<file path="src/rtl/core/sst_pkg.sv">
package sst_pkg;

  localparam int TABLE_ENTRIES = 16;
  localparam int IDX_W = (TABLE_ENTRIES > 1) ? $clog2(TABLE_ENTRIES) : 1;
  localparam int CNT_W = $clog2(TABLE_ENTRIES + 1);

  localparam int KEY_W = 24;
  localparam int TIME_W = 32;
  localparam int LIFE_W = 16;
  localparam int CFG_ADDR_W = 3;
  localparam int CFG_DATA_W = 32;

  localparam logic [LIFE_W-1:0] LIFETIME_RESET = 16'd300;

  localparam logic [1:0] OP_START = 2'd0;
  localparam logic [1:0] OP_LOOKUP = 2'd1;
  localparam logic [1:0] OP_END = 2'd2;

  localparam logic REG_LIFETIME = 1'b0;

  typedef struct packed {
    logic [1:0] operation;
    logic [7:0] net_number;
    logic [7:0] station_number;
    logic [7:0] port_number;
    logic [31:0] now_seconds;
  } in_item_t;

  typedef struct packed {
    logic success;
    logic expired;
  } out_item_t;

  typedef struct packed {
    logic load;
    logic scan;
    logic commit;
    logic emit;
  } dp_cmd_t;

  typedef struct packed {
    logic skip;
    logic hit;
    logic last;
    logic out_free;
  } dp_status_t;

endpackage

</file>
<file path="src/rtl/core/sst_dp.sv">
module sst_dp (
  input  logic                               clk,
  input  logic                               rst,
  input  sst_pkg::dp_cmd_t                   cmd,
  output sst_pkg::dp_status_t                status,
  input  sst_pkg::in_item_t                  in_item,
  input  logic [sst_pkg::LIFE_W-1:0]         session_lifetime,
  output logic                               out_valid,
  input  logic                               out_ready,
  output sst_pkg::out_item_t                 out_item
);
  import sst_pkg::*;

  logic [KEY_W-1:0]  key_mem [TABLE_ENTRIES];
  logic [TIME_W-1:0] dl_mem  [TABLE_ENTRIES];
  logic [TABLE_ENTRIES-1:0] valid;

  in_item_t          item;
  logic [CNT_W-1:0]  cnt;
  logic              rd_vld;
  logic [IDX_W-1:0]  rd_idx;
  logic [KEY_W-1:0]  rd_key;
  logic [TIME_W-1:0] rd_deadline;
  out_item_t         res;

  logic [KEY_W-1:0]  item_key;
  logic [KEY_W-1:0]  target;
  logic              bad_op;
  logic              issue;
  logic [IDX_W-1:0]  rd_addr;
  logic              found;
  logic              live;
  logic              wr_en;
  logic [KEY_W-1:0]  wr_key;
  logic [TIME_W-1:0] wr_dl;
  out_item_t         res_next;

  assign item_key = {item.net_number, item.station_number, item.port_number};
  // a start looks for a free entry, the others for the key itself
  assign target = (item.operation == OP_START) ? '0 : item_key;
  assign bad_op = (item.operation != OP_START) && (item.operation != OP_LOOKUP) &&
                  (item.operation != OP_END);
  assign issue = cmd.scan && (cnt < CNT_W'(TABLE_ENTRIES));
  assign rd_addr = cnt[IDX_W-1:0];
  assign found = rd_vld && (rd_key == target) && !status.skip;
  assign live = item.now_seconds <= rd_deadline;

  assign status.skip = (item_key == '0) || bad_op;
  assign status.hit = found;
  assign status.last = rd_vld && (rd_idx == IDX_W'(TABLE_ENTRIES - 1));
  assign status.out_free = !out_valid || out_ready;

  always_comb begin
    wr_en = 1'b0;
    wr_key = '0;
    wr_dl = '0;
    res_next = '0;
    if (found) begin
      case (item.operation)
        OP_START: begin
          wr_en = 1'b1;
          wr_key = item_key;
          wr_dl = item.now_seconds + TIME_W'(session_lifetime);
          res_next.success = 1'b1;
        end
        OP_LOOKUP: begin
          if (live) begin
            res_next.success = 1'b1;
          end else begin
            wr_en = 1'b1;
            res_next.expired = 1'b1;
          end
        end
        OP_END: begin
          wr_en = 1'b1;
          res_next.success = 1'b1;
        end
        default: begin
          wr_en = 1'b0;
        end
      endcase
    end
  end

  always_ff @(posedge clk) begin
    if (rst) begin
      valid <= '0;
      cnt <= '0;
      rd_vld <= 1'b0;
      out_valid <= 1'b0;
    end else begin
      if (cmd.load) begin
        cnt <= '0;
        rd_vld <= 1'b0;
      end else if (cmd.scan) begin
        rd_vld <= issue;
        if (issue) begin
          cnt <= cnt + 1'b1;
        end
      end
      if (cmd.commit && wr_en) begin
        valid[rd_idx] <= 1'b1;
      end
      if (cmd.emit) begin
        out_valid <= 1'b1;
      end else if (out_ready) begin
        out_valid <= 1'b0;
      end
    end
  end

  // never-written entries read as free with a zero deadline
  always_ff @(posedge clk) begin
    if (cmd.load) begin
      item <= in_item;
    end
    if (issue) begin
      rd_idx <= rd_addr;
      rd_key <= valid[rd_addr] ? key_mem[rd_addr] : '0;
      rd_deadline <= valid[rd_addr] ? dl_mem[rd_addr] : '0;
    end
    if (cmd.commit && wr_en) begin
      key_mem[rd_idx] <= wr_key;
      dl_mem[rd_idx] <= wr_dl;
    end
    if (cmd.commit) begin
      res <= res_next;
    end
    if (cmd.emit) begin
      out_item <= res;
    end
  end

endmodule

</file>
<file path="src/rtl/core/sst_ctrl.sv">
module sst_ctrl (
  input  logic                  clk,
  input  logic                  rst,
  input  logic                  in_valid,
  output logic                  in_ready,
  input  sst_pkg::dp_status_t   status,
  output sst_pkg::dp_cmd_t      cmd
);
  import sst_pkg::*;

  localparam logic [1:0] ST_IDLE = 2'd0;
  localparam logic [1:0] ST_SCAN = 2'd1;
  localparam logic [1:0] ST_DONE = 2'd2;

  logic [1:0] state;
  logic [1:0] state_next;

  assign in_ready = (state == ST_IDLE);

  always_comb begin
    cmd = '0;
    state_next = state;
    case (state)
      ST_IDLE: begin
        if (in_valid) begin
          cmd.load = 1'b1;
          state_next = ST_SCAN;
        end
      end
      ST_SCAN: begin
        if (status.skip || status.hit || status.last) begin
          cmd.commit = 1'b1;
          state_next = ST_DONE;
        end else begin
          cmd.scan = 1'b1;
        end
      end
      ST_DONE: begin
        if (status.out_free) begin
          cmd.emit = 1'b1;
          state_next = ST_IDLE;
        end
      end
      default: begin
        state_next = ST_IDLE;
      end
    endcase
  end

  always_ff @(posedge clk) begin
    if (rst) begin
      state <= ST_IDLE;
    end else begin
      state <= state_next;
    end
  end

endmodule

</file>
<file path="src/rtl/core/session_table_with_expiry.sv">
// Session table of TABLE_ENTRIES entries keyed by net, station and port, each with a 32-bit
// deadline; the table is empty after reset. Start takes the lowest free entry with deadline
// now + session_lifetime, lookup reports a live session or clears and reports an expired one,
// end clears the lowest matching entry. One item is worked at a time: the table is scanned
// one entry per cycle through a single registered read port, from entry 0 up to the first match
// or the last entry; a zero key or an unused operation ends the item without a scan. The result
// then waits while the previous result item is still held by a low out_ready. session_lifetime
// sits at byte address 0 of the register port; the user must write it only while the block is
// idle, and the block itself does not enforce this.
module session_table_with_expiry (
  input  logic                              clk,
  input  logic                              rst,
  input  logic                              in_valid,
  output logic                              in_ready,
  input  sst_pkg::in_item_t                 in_item,
  output logic                              out_valid,
  input  logic                              out_ready,
  output sst_pkg::out_item_t                out_item,
  input  logic                              psel,
  input  logic                              penable,
  input  logic                              pwrite,
  input  logic [sst_pkg::CFG_ADDR_W-1:0]    paddr,
  input  logic [sst_pkg::CFG_DATA_W-1:0]    pwdata,
  output logic [sst_pkg::CFG_DATA_W-1:0]    prdata,
  output logic                              pready
);
  import sst_pkg::*;

  logic [LIFE_W-1:0] session_lifetime;
  dp_cmd_t           cmd;
  dp_status_t        status;

  assign pready = 1'b1;
  assign prdata = (paddr[2] == REG_LIFETIME) ? CFG_DATA_W'(session_lifetime) : '0;

  always_ff @(posedge clk) begin
    if (rst) begin
      session_lifetime <= LIFETIME_RESET;
    end else if (psel && penable && pwrite && (paddr[2] == REG_LIFETIME)) begin
      session_lifetime <= pwdata[LIFE_W-1:0];
    end
  end

  sst_ctrl u_ctrl (
    .clk      (clk),
    .rst      (rst),
    .in_valid (in_valid),
    .in_ready (in_ready),
    .status   (status),
    .cmd      (cmd)
  );

  sst_dp u_dp (
    .clk              (clk),
    .rst              (rst),
    .cmd              (cmd),
    .status           (status),
    .in_item          (in_item),
    .session_lifetime (session_lifetime),
    .out_valid        (out_valid),
    .out_ready        (out_ready),
    .out_item         (out_item)
  );

endmodule

</file>
<file path="config.mk">
export PLATFORM = sky130hd
export DESIGN_NAME = session_table_with_expiry
export DESIGN_NICKNAME = d
export VERILOG_FILES = /design/src/rtl/core/sst_pkg.sv /design/src/rtl/core/sst_dp.sv /design/src/rtl/core/sst_ctrl.sv /design/src/rtl/core/session_table_with_expiry.sv
export SDC_FILE = /design/constraint.sdc
export NUM_CORES = 1
export LEC_CHECK = 0
export BUFFER_PORTS_ARGS = -buffer_cell sky130_fd_sc_hd__buf_4
export CAP_MARGIN = 20
export CORE_ASPECT_RATIO = 1.5
export CORE_MARGIN = 5
export CORE_UTILIZATION = 35
export DETAILED_ROUTE_END_ITERATION = 6
export PLACE_DENSITY = 0.55
export SETUP_SLACK_MARGIN = 0.5
export SKIP_LAST_GASP = 1
export SLEW_MARGIN = 20
export SYNTH_ARGS = -nofsm -noshare
export SYNTH_HDL_FRONTEND = slang
export SYNTH_SLANG_ARGS = --single-unit
</file>
<file path="constraint.sdc">
create_clock -name clk -period 6.3 [get_ports clk]
set_input_delay 1.26 -clock clk [delete_from_list [all_inputs] [get_ports clk]]
set_output_delay 1.26 -clock clk [all_outputs]
set_load 0.03 [all_outputs]
</file>
==> metrics.md, run 1 <==
| Metric | Value |
|---|---|
| Share of cells above drive strength 1 | between 20 and 30% |
| CTS-repair resized insts | 0 |
| Initial Utilization | 35.17% |
| Primary FF master, synth | edfxtp_1 |
| Slowest CP cell | nor3_4 |
| Post-route total power | roughly 0.015 W |
| Synthesis Warnings | 0 |
| Asr flop ratio synth | 0% |
| Vias in the first global route | approximately 22000 |
| Synth cell count leaders | edfxtp_1 (1018), mux4_2 (285), nor2_1 (87), nor2b_1 (87), inv_1 (71) |
| Area grow syn2layout | 15.53% |
| Failing checks | slew limit |
| Max IR drop VDD | approximately 0.23 mV |
| Max Cap Viol | 0 |
| #FFs+latches synth | about 1100 |
| Initial antenna violation count | 3 |
| Root Buffer | clkbuf_16 |
| I/O pin count | around 140 |
| Crit path DAT | 5090 ps |
| DP HPWL | approximately 56 mm |
| Ant diodes | 0 |
| Rows | around 160 |
| Measured slew at the worst slew-check pin | between 1500 and 2000 ps |
| Slew margin rel. | -4.529% |
| CTS Sinks | roughly 1100 |
| Mapped Area | 42290 sq um |
| Detail Route Antenna Nets | 0 |
| Post-CTS setup buffer count | 0 |
| RSZ-0062 raised after global routing | false |
| Crit path top cell by count | nor2_1 |
| Final Critical Period | roughly 4700 ps |
| Period Utilization, post-route | 74.88% |
| DR WL/cell | around 26 microns |
| Netlist cell types | between 60 and 70 |
| Via/cell ratio | approximately 5.2 |
| HP Class | reg -> reg |
| Count leader, synth | edfxtp_1 |
| Critical Path Source Type | flop |
| CTS tree | built |
| Setup TNS | 0 ps |
| Max-slew violation count | 85 |
| Worst EP required | 6670 ps |
| Die extent in y | roughly 440 microns |
| Post-synth top area share | ~72% |
| TritonCTS Buffers | ~110 |
| Outcome | finished with violations |
| Cell accounting for the most synthesized area | edfxtp_1 |
| Remaining DRCs | 0 |
| TritonRoute pass-1 iters | 5 |
| Setup CP Type | reg -> reg |
| Post-Synthesis Cells | around 2100 |
| CTS Hold Bufs | 0 |
| Fillers | 10630 |
| Critical path, cell by cell | nor2_1, nor2_1, o32ai_1, o211ai_4, nor4_4, nor3b_4, nand4bb_2, nor3_4, buf_12 |
| Hold Fails Final Rpt | 0 |
| CP Max Fanout | 21 |
| Routability cong. | 0.8104 |
| Nature of the critical path endpoint | flop |
| Clk_skew | around 30 ps |
| Die W | around 290 microns |
| Largest net degree at the start of global routing | approximately 170 |
| DRT Wirelength | between 100 and 150 mm |
| Core area | about 120000 sq um |
| EDFF count, synth | 1018 |
| IO buf count | 101 |
| Die footprint | 128000 sq um |
| Clock Latency Late Sink | 700 ps |
| Clock transition at path regs | around 60 ps |
| Mean Syn Cell Area | between 20 and 25 sq um |
| Global-route wire length before repair | roughly 150 mm |
| Area contributors post-synth | edfxtp_1 (72%), mux4_2 (15%), dfxtp_1 (1.9%) |
| Critical Path Max Stage Delay | approximately 840 ps |
| Endpoints failing setup | 0 |
| Leakage | between 15 and 20 nW |
| Via count | ~20000 |
| Dpl ws | approximately 1400 ps |
| Final worst slack | 1582 ps |
| Clk buf depth | 3 |
| Drt first-iter violations | between 1500 and 2000 |
| Seq/Total Area, Yosys | between 70% and 80% |
| Total gr overflow | 0 |
| Fin nets | roughly 2400 |
| CTS H-tree depth | 3 |
| Power per Cell Area | 296.9 nW/um^2 |
| Fmax | ~210 MHz |
| Total GRT Usage | roughly 16% |
[layer usage]
layer  vias to the layer above  global-route usage, %  part of all wire, %
met5                         -                      0                    0
met4                         0                  4.683                  2.2
met1                     11000                  21.22                   41
met3                       127                  2.438                  5.7
li1                       8827                      -                    -
met2                       650                  27.01                   51
[state kept, by name (all words and copies together), names as in the netlist]
name and flops:
session_lifetime 16, u_ctrl.state 2, u_dp.cnt 5, u_dp.dl_mem 512
u_dp.item 58, u_dp.key_mem 384, u_dp.out_item 2, u_dp.out_valid 1
u_dp.rd_deadline 32, u_dp.rd_idx 4, u_dp.rd_key 24, u_dp.rd_vld 1
u_dp.res 2, u_dp.valid 16
[cells in the final DEF (no fill, tap or decap), drive strengths merged, types with 14 or more instances in the layout]
master,count
nand3,14
clkinv,47
nand4,28
nor2b,87
a21oi,47
mux4,285
and2,20
o21ai,20
edfxtp,1018
inv,72
nor2,87
nand2b,15
clkbuf,123
xnor2,24
nand2,47
ha,49
dfxtp,41
buf,155
conb,17
bufinv,14
[cell families after synthesis]
kind of cell | after synthesis | share of synthesized area, %
DFF | 1059 | 74.23
and+or+nand+nor | 361 | 4.752
muxes | 286 | 15.20
buffers and inverters | 178 | 1.805
AOI/OAI and AO/OA | 120 | 1.808
adders and majority gates | 50 | 1.497
xor gates and xnor gates | 33 | 0.6835
other | 2 | 0.01776
[worst max-delay path: cells and delay by family (launching register included)]
family | cells | cell delay, ps
DFF | 1 | 430
buffers and inverters | 1 | 320
AOI/OAI and AO/OA | 2 | 840
and+or+nand+nor | 6 | 2790
[power breakdown]
group | switching (W) | internal, W | total (W)
Combinational | 0.000245 | 0.000165 | 0.000410
Clock | 0.00269 | 0.00368 | 0.00637
Sequential | 0.0000608 | 0.00766 | 0.00773
Total | 0.00299 | 0.0115 | 0.0145
[layout make-up]
type                            count  area (sq um)  area share, %
Clock buffer                      123          2716          5.560
Clock inverter                     69         787.0          1.611
Inverter                           72         282.8         0.5788
Multi-Input combinational cell    867         10260          21.00
Sequential cell                  1059         31400          64.28
Tap cell                         1580          1977          4.047
Timing Repair Buffer              155          1426          2.920
[stage by stage]
stage               instances  hold slack, ps  instance area, sq um  util (%)
global route             3925           472.8                 48850     40.63
detailed placement       3733           404.5                 45350     37.72
CTS                      3925           451.2                 48850     40.63
finish                   3925           448.3                 48850     40.63
floorplan                2104           400.3                 42340         -
global placement         3733           434.7                 45350     37.72
[worst paths after layout]
check	startpoint	endpoint	slack, ps	cells after the start
hold / removal	u_dp.res[1]$_SDFFCE_PN0P_	u_dp.out_item[1]$_DFFE_PP_	450	0
hold reg to reg	u_dp.res[1]$_SDFFCE_PN0P_	u_dp.out_item[1]$_DFFE_PP_	450	0
setup reg to reg	u_dp.item[32]$_DFFE_PP_	u_dp.dl_mem[0][23]$_DFFE_PP_	1580	9
setup / recovery	u_dp.item[32]$_DFFE_PP_	u_dp.dl_mem[0][23]$_DFFE_PP_	1580	9
No activity file was read; power rests on OpenSTA's default activity.
==> inputs of run 2 (changes only) <==
==> constraint.sdc (replaced) <==
create_clock -name clk -period 4.7 [get_ports clk]
set_input_delay 0.94 -clock clk [delete_from_list [all_inputs] [get_ports clk]]
set_output_delay 0.94 -clock clk [all_outputs]
set_load 0.03 [all_outputs]
==> run 2 against run 1 <==
  * The run now ends clean
  * Sequential share of layout area fell by 0.19 points
  * First-iteration DRC count fell by 6.2%
  * Cell area rose by 0.29%
  * Worst setup slack got worse by 830 ps
  * Power rose by 29%
  * Sequential power rose by 35%
  * Clock power rose by 22%
  * Clock skew barely moved
  * Die area did not move
  * Cell count rose by 1.3%
  * Maximum frequency rose by 20%
==> metrics.md, run 2 (synthesis gave the netlist of run 1 again) <==
| Metric | Value |
|---|---|
| Fillers | 10720 (was 10630) |
| Via/cell ratio | 5.249 (was 5.248) |
| Critical Path Max Stage Delay | 500 ps (was 840 ps) |
| Routability cong. | 0.7610 (was 0.8104) |
| Clock share of power | 41.6% (was 43.9%) |
| Final Critical Period | 3945 ps (was 4718 ps) |
| Clk buf depth | 3 (unchanged) |
| Endpoints failing setup | 0 (unchanged) |
| Core area | 120200 sq um (unchanged) |
| Initial Utilization | 35.17% (unchanged) |
| Via count | 20860 (was 20600) |
| HP Class | in -> reg (was reg -> reg) |
| Hold Fails Final Rpt | 0 (unchanged) |
| Measured slew at the worst slew-check pin | 1127 ps (was 1568 ps) |
| Slowest CP cell | nor2_4 (was nor3_4) |
| I/O pin count | 137 (unchanged) |
| Period Utilization, post-route | 83.93% (was 74.88%) |
| Vias in the first global route | 22250 (was 22150) |
| TritonCTS Buffers | 102 (was 105) |
| Leading cell type in the layout, fill and taps excluded | edfxtp_1 (unchanged) |
| Ant diodes | 0 (unchanged) |
| Slew margin rel. | 24.88% (was -4.529%) |
| Max Cap Viol | 0 (unchanged) |
| Die extent in y | 435.7 microns (unchanged) |
| Rows | 156 (unchanged) |
| Critical path, cell by cell | ha_1, nand2_1, o21ai_0, a211oi_1, o31ai_1, buf_4, nor3_1, o31ai_2, buf_4, nand4b_2, nor2_4, buf_12 (was nor2_1, nor2_1, o32ai_1, o211ai_4, nor4_4, nor3b_4, nand4bb_2, nor3_4, buf_12) |
| Fin cells | 3975 (was 3925) |
| CTS Hold Bufs | 0 (unchanged) |
| Critical Path Source Type | flop (unchanged) |
| Fin nets | 2459 (was 2410) |
| Detail Route Antenna Nets | 0 (unchanged) |
| CTS-repair resized insts | 0 (unchanged) |
| Total gr overflow | 0 (unchanged) |
| Dpl ws | 772.8 ps (was 1401 ps) |
| Largest regs | u_dp.dl_mem: 512 flops, u_dp.key_mem: 384 flops, u_dp.item: 58 flops (unchanged) |
| Post-CTS setup buffer count | 0 (unchanged) |
| Max IR drop VDD | 0.3014 mV (was 0.2330 mV) |
| Total GRT Usage | 15.62% (was 15.88%) |
| Buf/Inv on CP | 3 (was 1) |
| Crit path max-delay family | compound AO/OA/AOI/OAI gates (was simple AND/OR/NAND/NOR gates) |
| Switching power of the nets | 0.003903 W (was 0.002994 W) |
| Share of cells above drive strength 1 | 27.56% (was 27.12%) |
| CP Max Fanout | 18 (was 21) |
| CTS Sinks | 1059 (unchanged) |
| RSZ-0062 raised after global routing | false (unchanged) |
| Outcome | finished clean (was finished with violations) |
| Largest net degree at the start of global routing | 159 (was 167) |
| Crit path DAT | 4330 ps (was 5090 ps) |
| Drt first-iter violations | 1676 (was 1786) |
| Nature of the critical path endpoint | flop (unchanged) |
| Reg with most FFs | u_dp.dl_mem (unchanged) |
| Fmax | 253.5 MHz (was 212.0 MHz) |
| Clock Latency Late Sink | 700 ps (about the same) |
| Clk_skew | 30.17 ps (was 30.45 ps) |
| Remaining DRCs | 0 (unchanged) |
| Crit path top cell by count | buf_4 (was nor2_1) |
| Leading cell types in the layout, fill and taps excluded | edfxtp_1 (1018), mux4_2 (284), buf_4 (177), clkbuf_16 (103), nor2b_1 (87) (was edfxtp_1 (1018), mux4_2 (285), buf_4 (134), clkbuf_16 (106), nor2b_1 (87)) |
| Internal power | 0.01477 W (was 0.01151 W) |
| TritonRoute pass-1 iters | 5 (unchanged) |
| Placement Cell Area | 45870 sq um (was 45350 sq um) |
| Global-route wire length before repair | 148.9 mm (was 150.2 mm) |
| DR WL/cell | 25.43 microns (was 26.19 microns) |
| Worst EP required | 5080 ps (was 6670 ps) |
| Die W | 293.8 microns (unchanged) |
| DRT Wirelength | 101.1 mm (was 102.8 mm) |
| Power per Cell Area | 381.2 nW/um^2 (was 296.9 nW/um^2) |
| DP HPWL | 56.48 mm (was 56.17 mm) |
| IO buf count | 101 (unchanged) |
| Max-slew violation count | 0 (was 85) |
| Area grow syn2layout | 15.87% (was 15.53%) |
| Final Cell Area | 49000 sq um (was 48850 sq um) |
| Final worst slack | 755.3 ps (was 1582 ps) |
| Die footprint | 128000 sq um (unchanged) |
| Setup CP Type | reg -> reg (unchanged) |
| Leakage | 17.78 nW (was 17.64 nW) |
| CTS tree | built (unchanged) |
| Root Buffer | clkbuf_16 (unchanged) |
| Max FFs per register | 512 (unchanged) |
| Sw Ratio | 20.90% (was 20.65%) |
| Clock transition at path regs | 60 ps (about the same) |
| Logic pwr share | 2.9% (was 2.8%) |
| Placed Cells | 3785 (was 3733) |
| CTS H-tree depth | 3 (unchanged) |
| Initial antenna violation count | 0 (was 3) |
| Share of power burned in registers | 55.5% (was 53.3%) |
[run 2: metal layers]
layer | GRT usage [%] | vias to the layer above | routed length, microns
met5 | 0 | - | 0
met4 | 4.409 | 0 | 2282
met3 | 2.286 | 128 | 4607
met2 | 26.56 | 573 | 51280
met1 | 21.06 | 11230 | 42930
li1 | - | 8935 | -
[run 2: power groups by stage]
stage                     registers [W]  clock network, W  logic, W
final                            0.0104           0.00777  0.000546
after global routing             0.0104           0.00838  0.000599
after CTS                        0.0104           0.00797  0.000555
after detailed placement         0.0106                 0  0.000552
after global placement           0.0106                 0  0.000546
after floorplan                  0.0105                 0  0.000385
[run 2: layout make-up]
class	instances	area [sq um]	area share, %
multi-input cells	867	10280	20.98
inverters	72	282.8	0.5771
flip-flops and latches	1059	31400	64.09
repair buffers	207	1929	3.938
well taps	1580	1977	4.035
clock inverters	61	442.9	0.9040
clock buffers	129	2685	5.480
[run 2: final timing paths]
path | startpoint | end | slack (ps) | cells past startpoint
max | u_dp.item[18]$_DFFE_PP_ | u_dp.dl_mem[7][24]$_DFFE_PP_ | 760 | 12
min | in_item[42] | u_dp.item[42]$_DFFE_PP_ | 410 | 1
max reg2reg | u_dp.item[18]$_DFFE_PP_ | u_dp.dl_mem[7][24]$_DFFE_PP_ | 760 | 12
min reg2reg | u_dp.res[1]$_SDFFCE_PN0P_ | u_dp.out_item[1]$_DFFE_PP_ | 440 | 0
[run 2: per-stage QoR]
stage          setup TNS (ps)  total power, W  hold slack, ps  utilization (%)
2_1_floorplan         -191470         0.01090           400.3                -
3_3_place_gp                0         0.01110           418.0            38.15
3_5_place_dp                0         0.01111           419.8            38.15
4_1_cts                     0         0.01888           356.3            40.75
5_1_grt                     0         0.01933           376.9            40.75
6_report                    0         0.01868           411.9            40.75
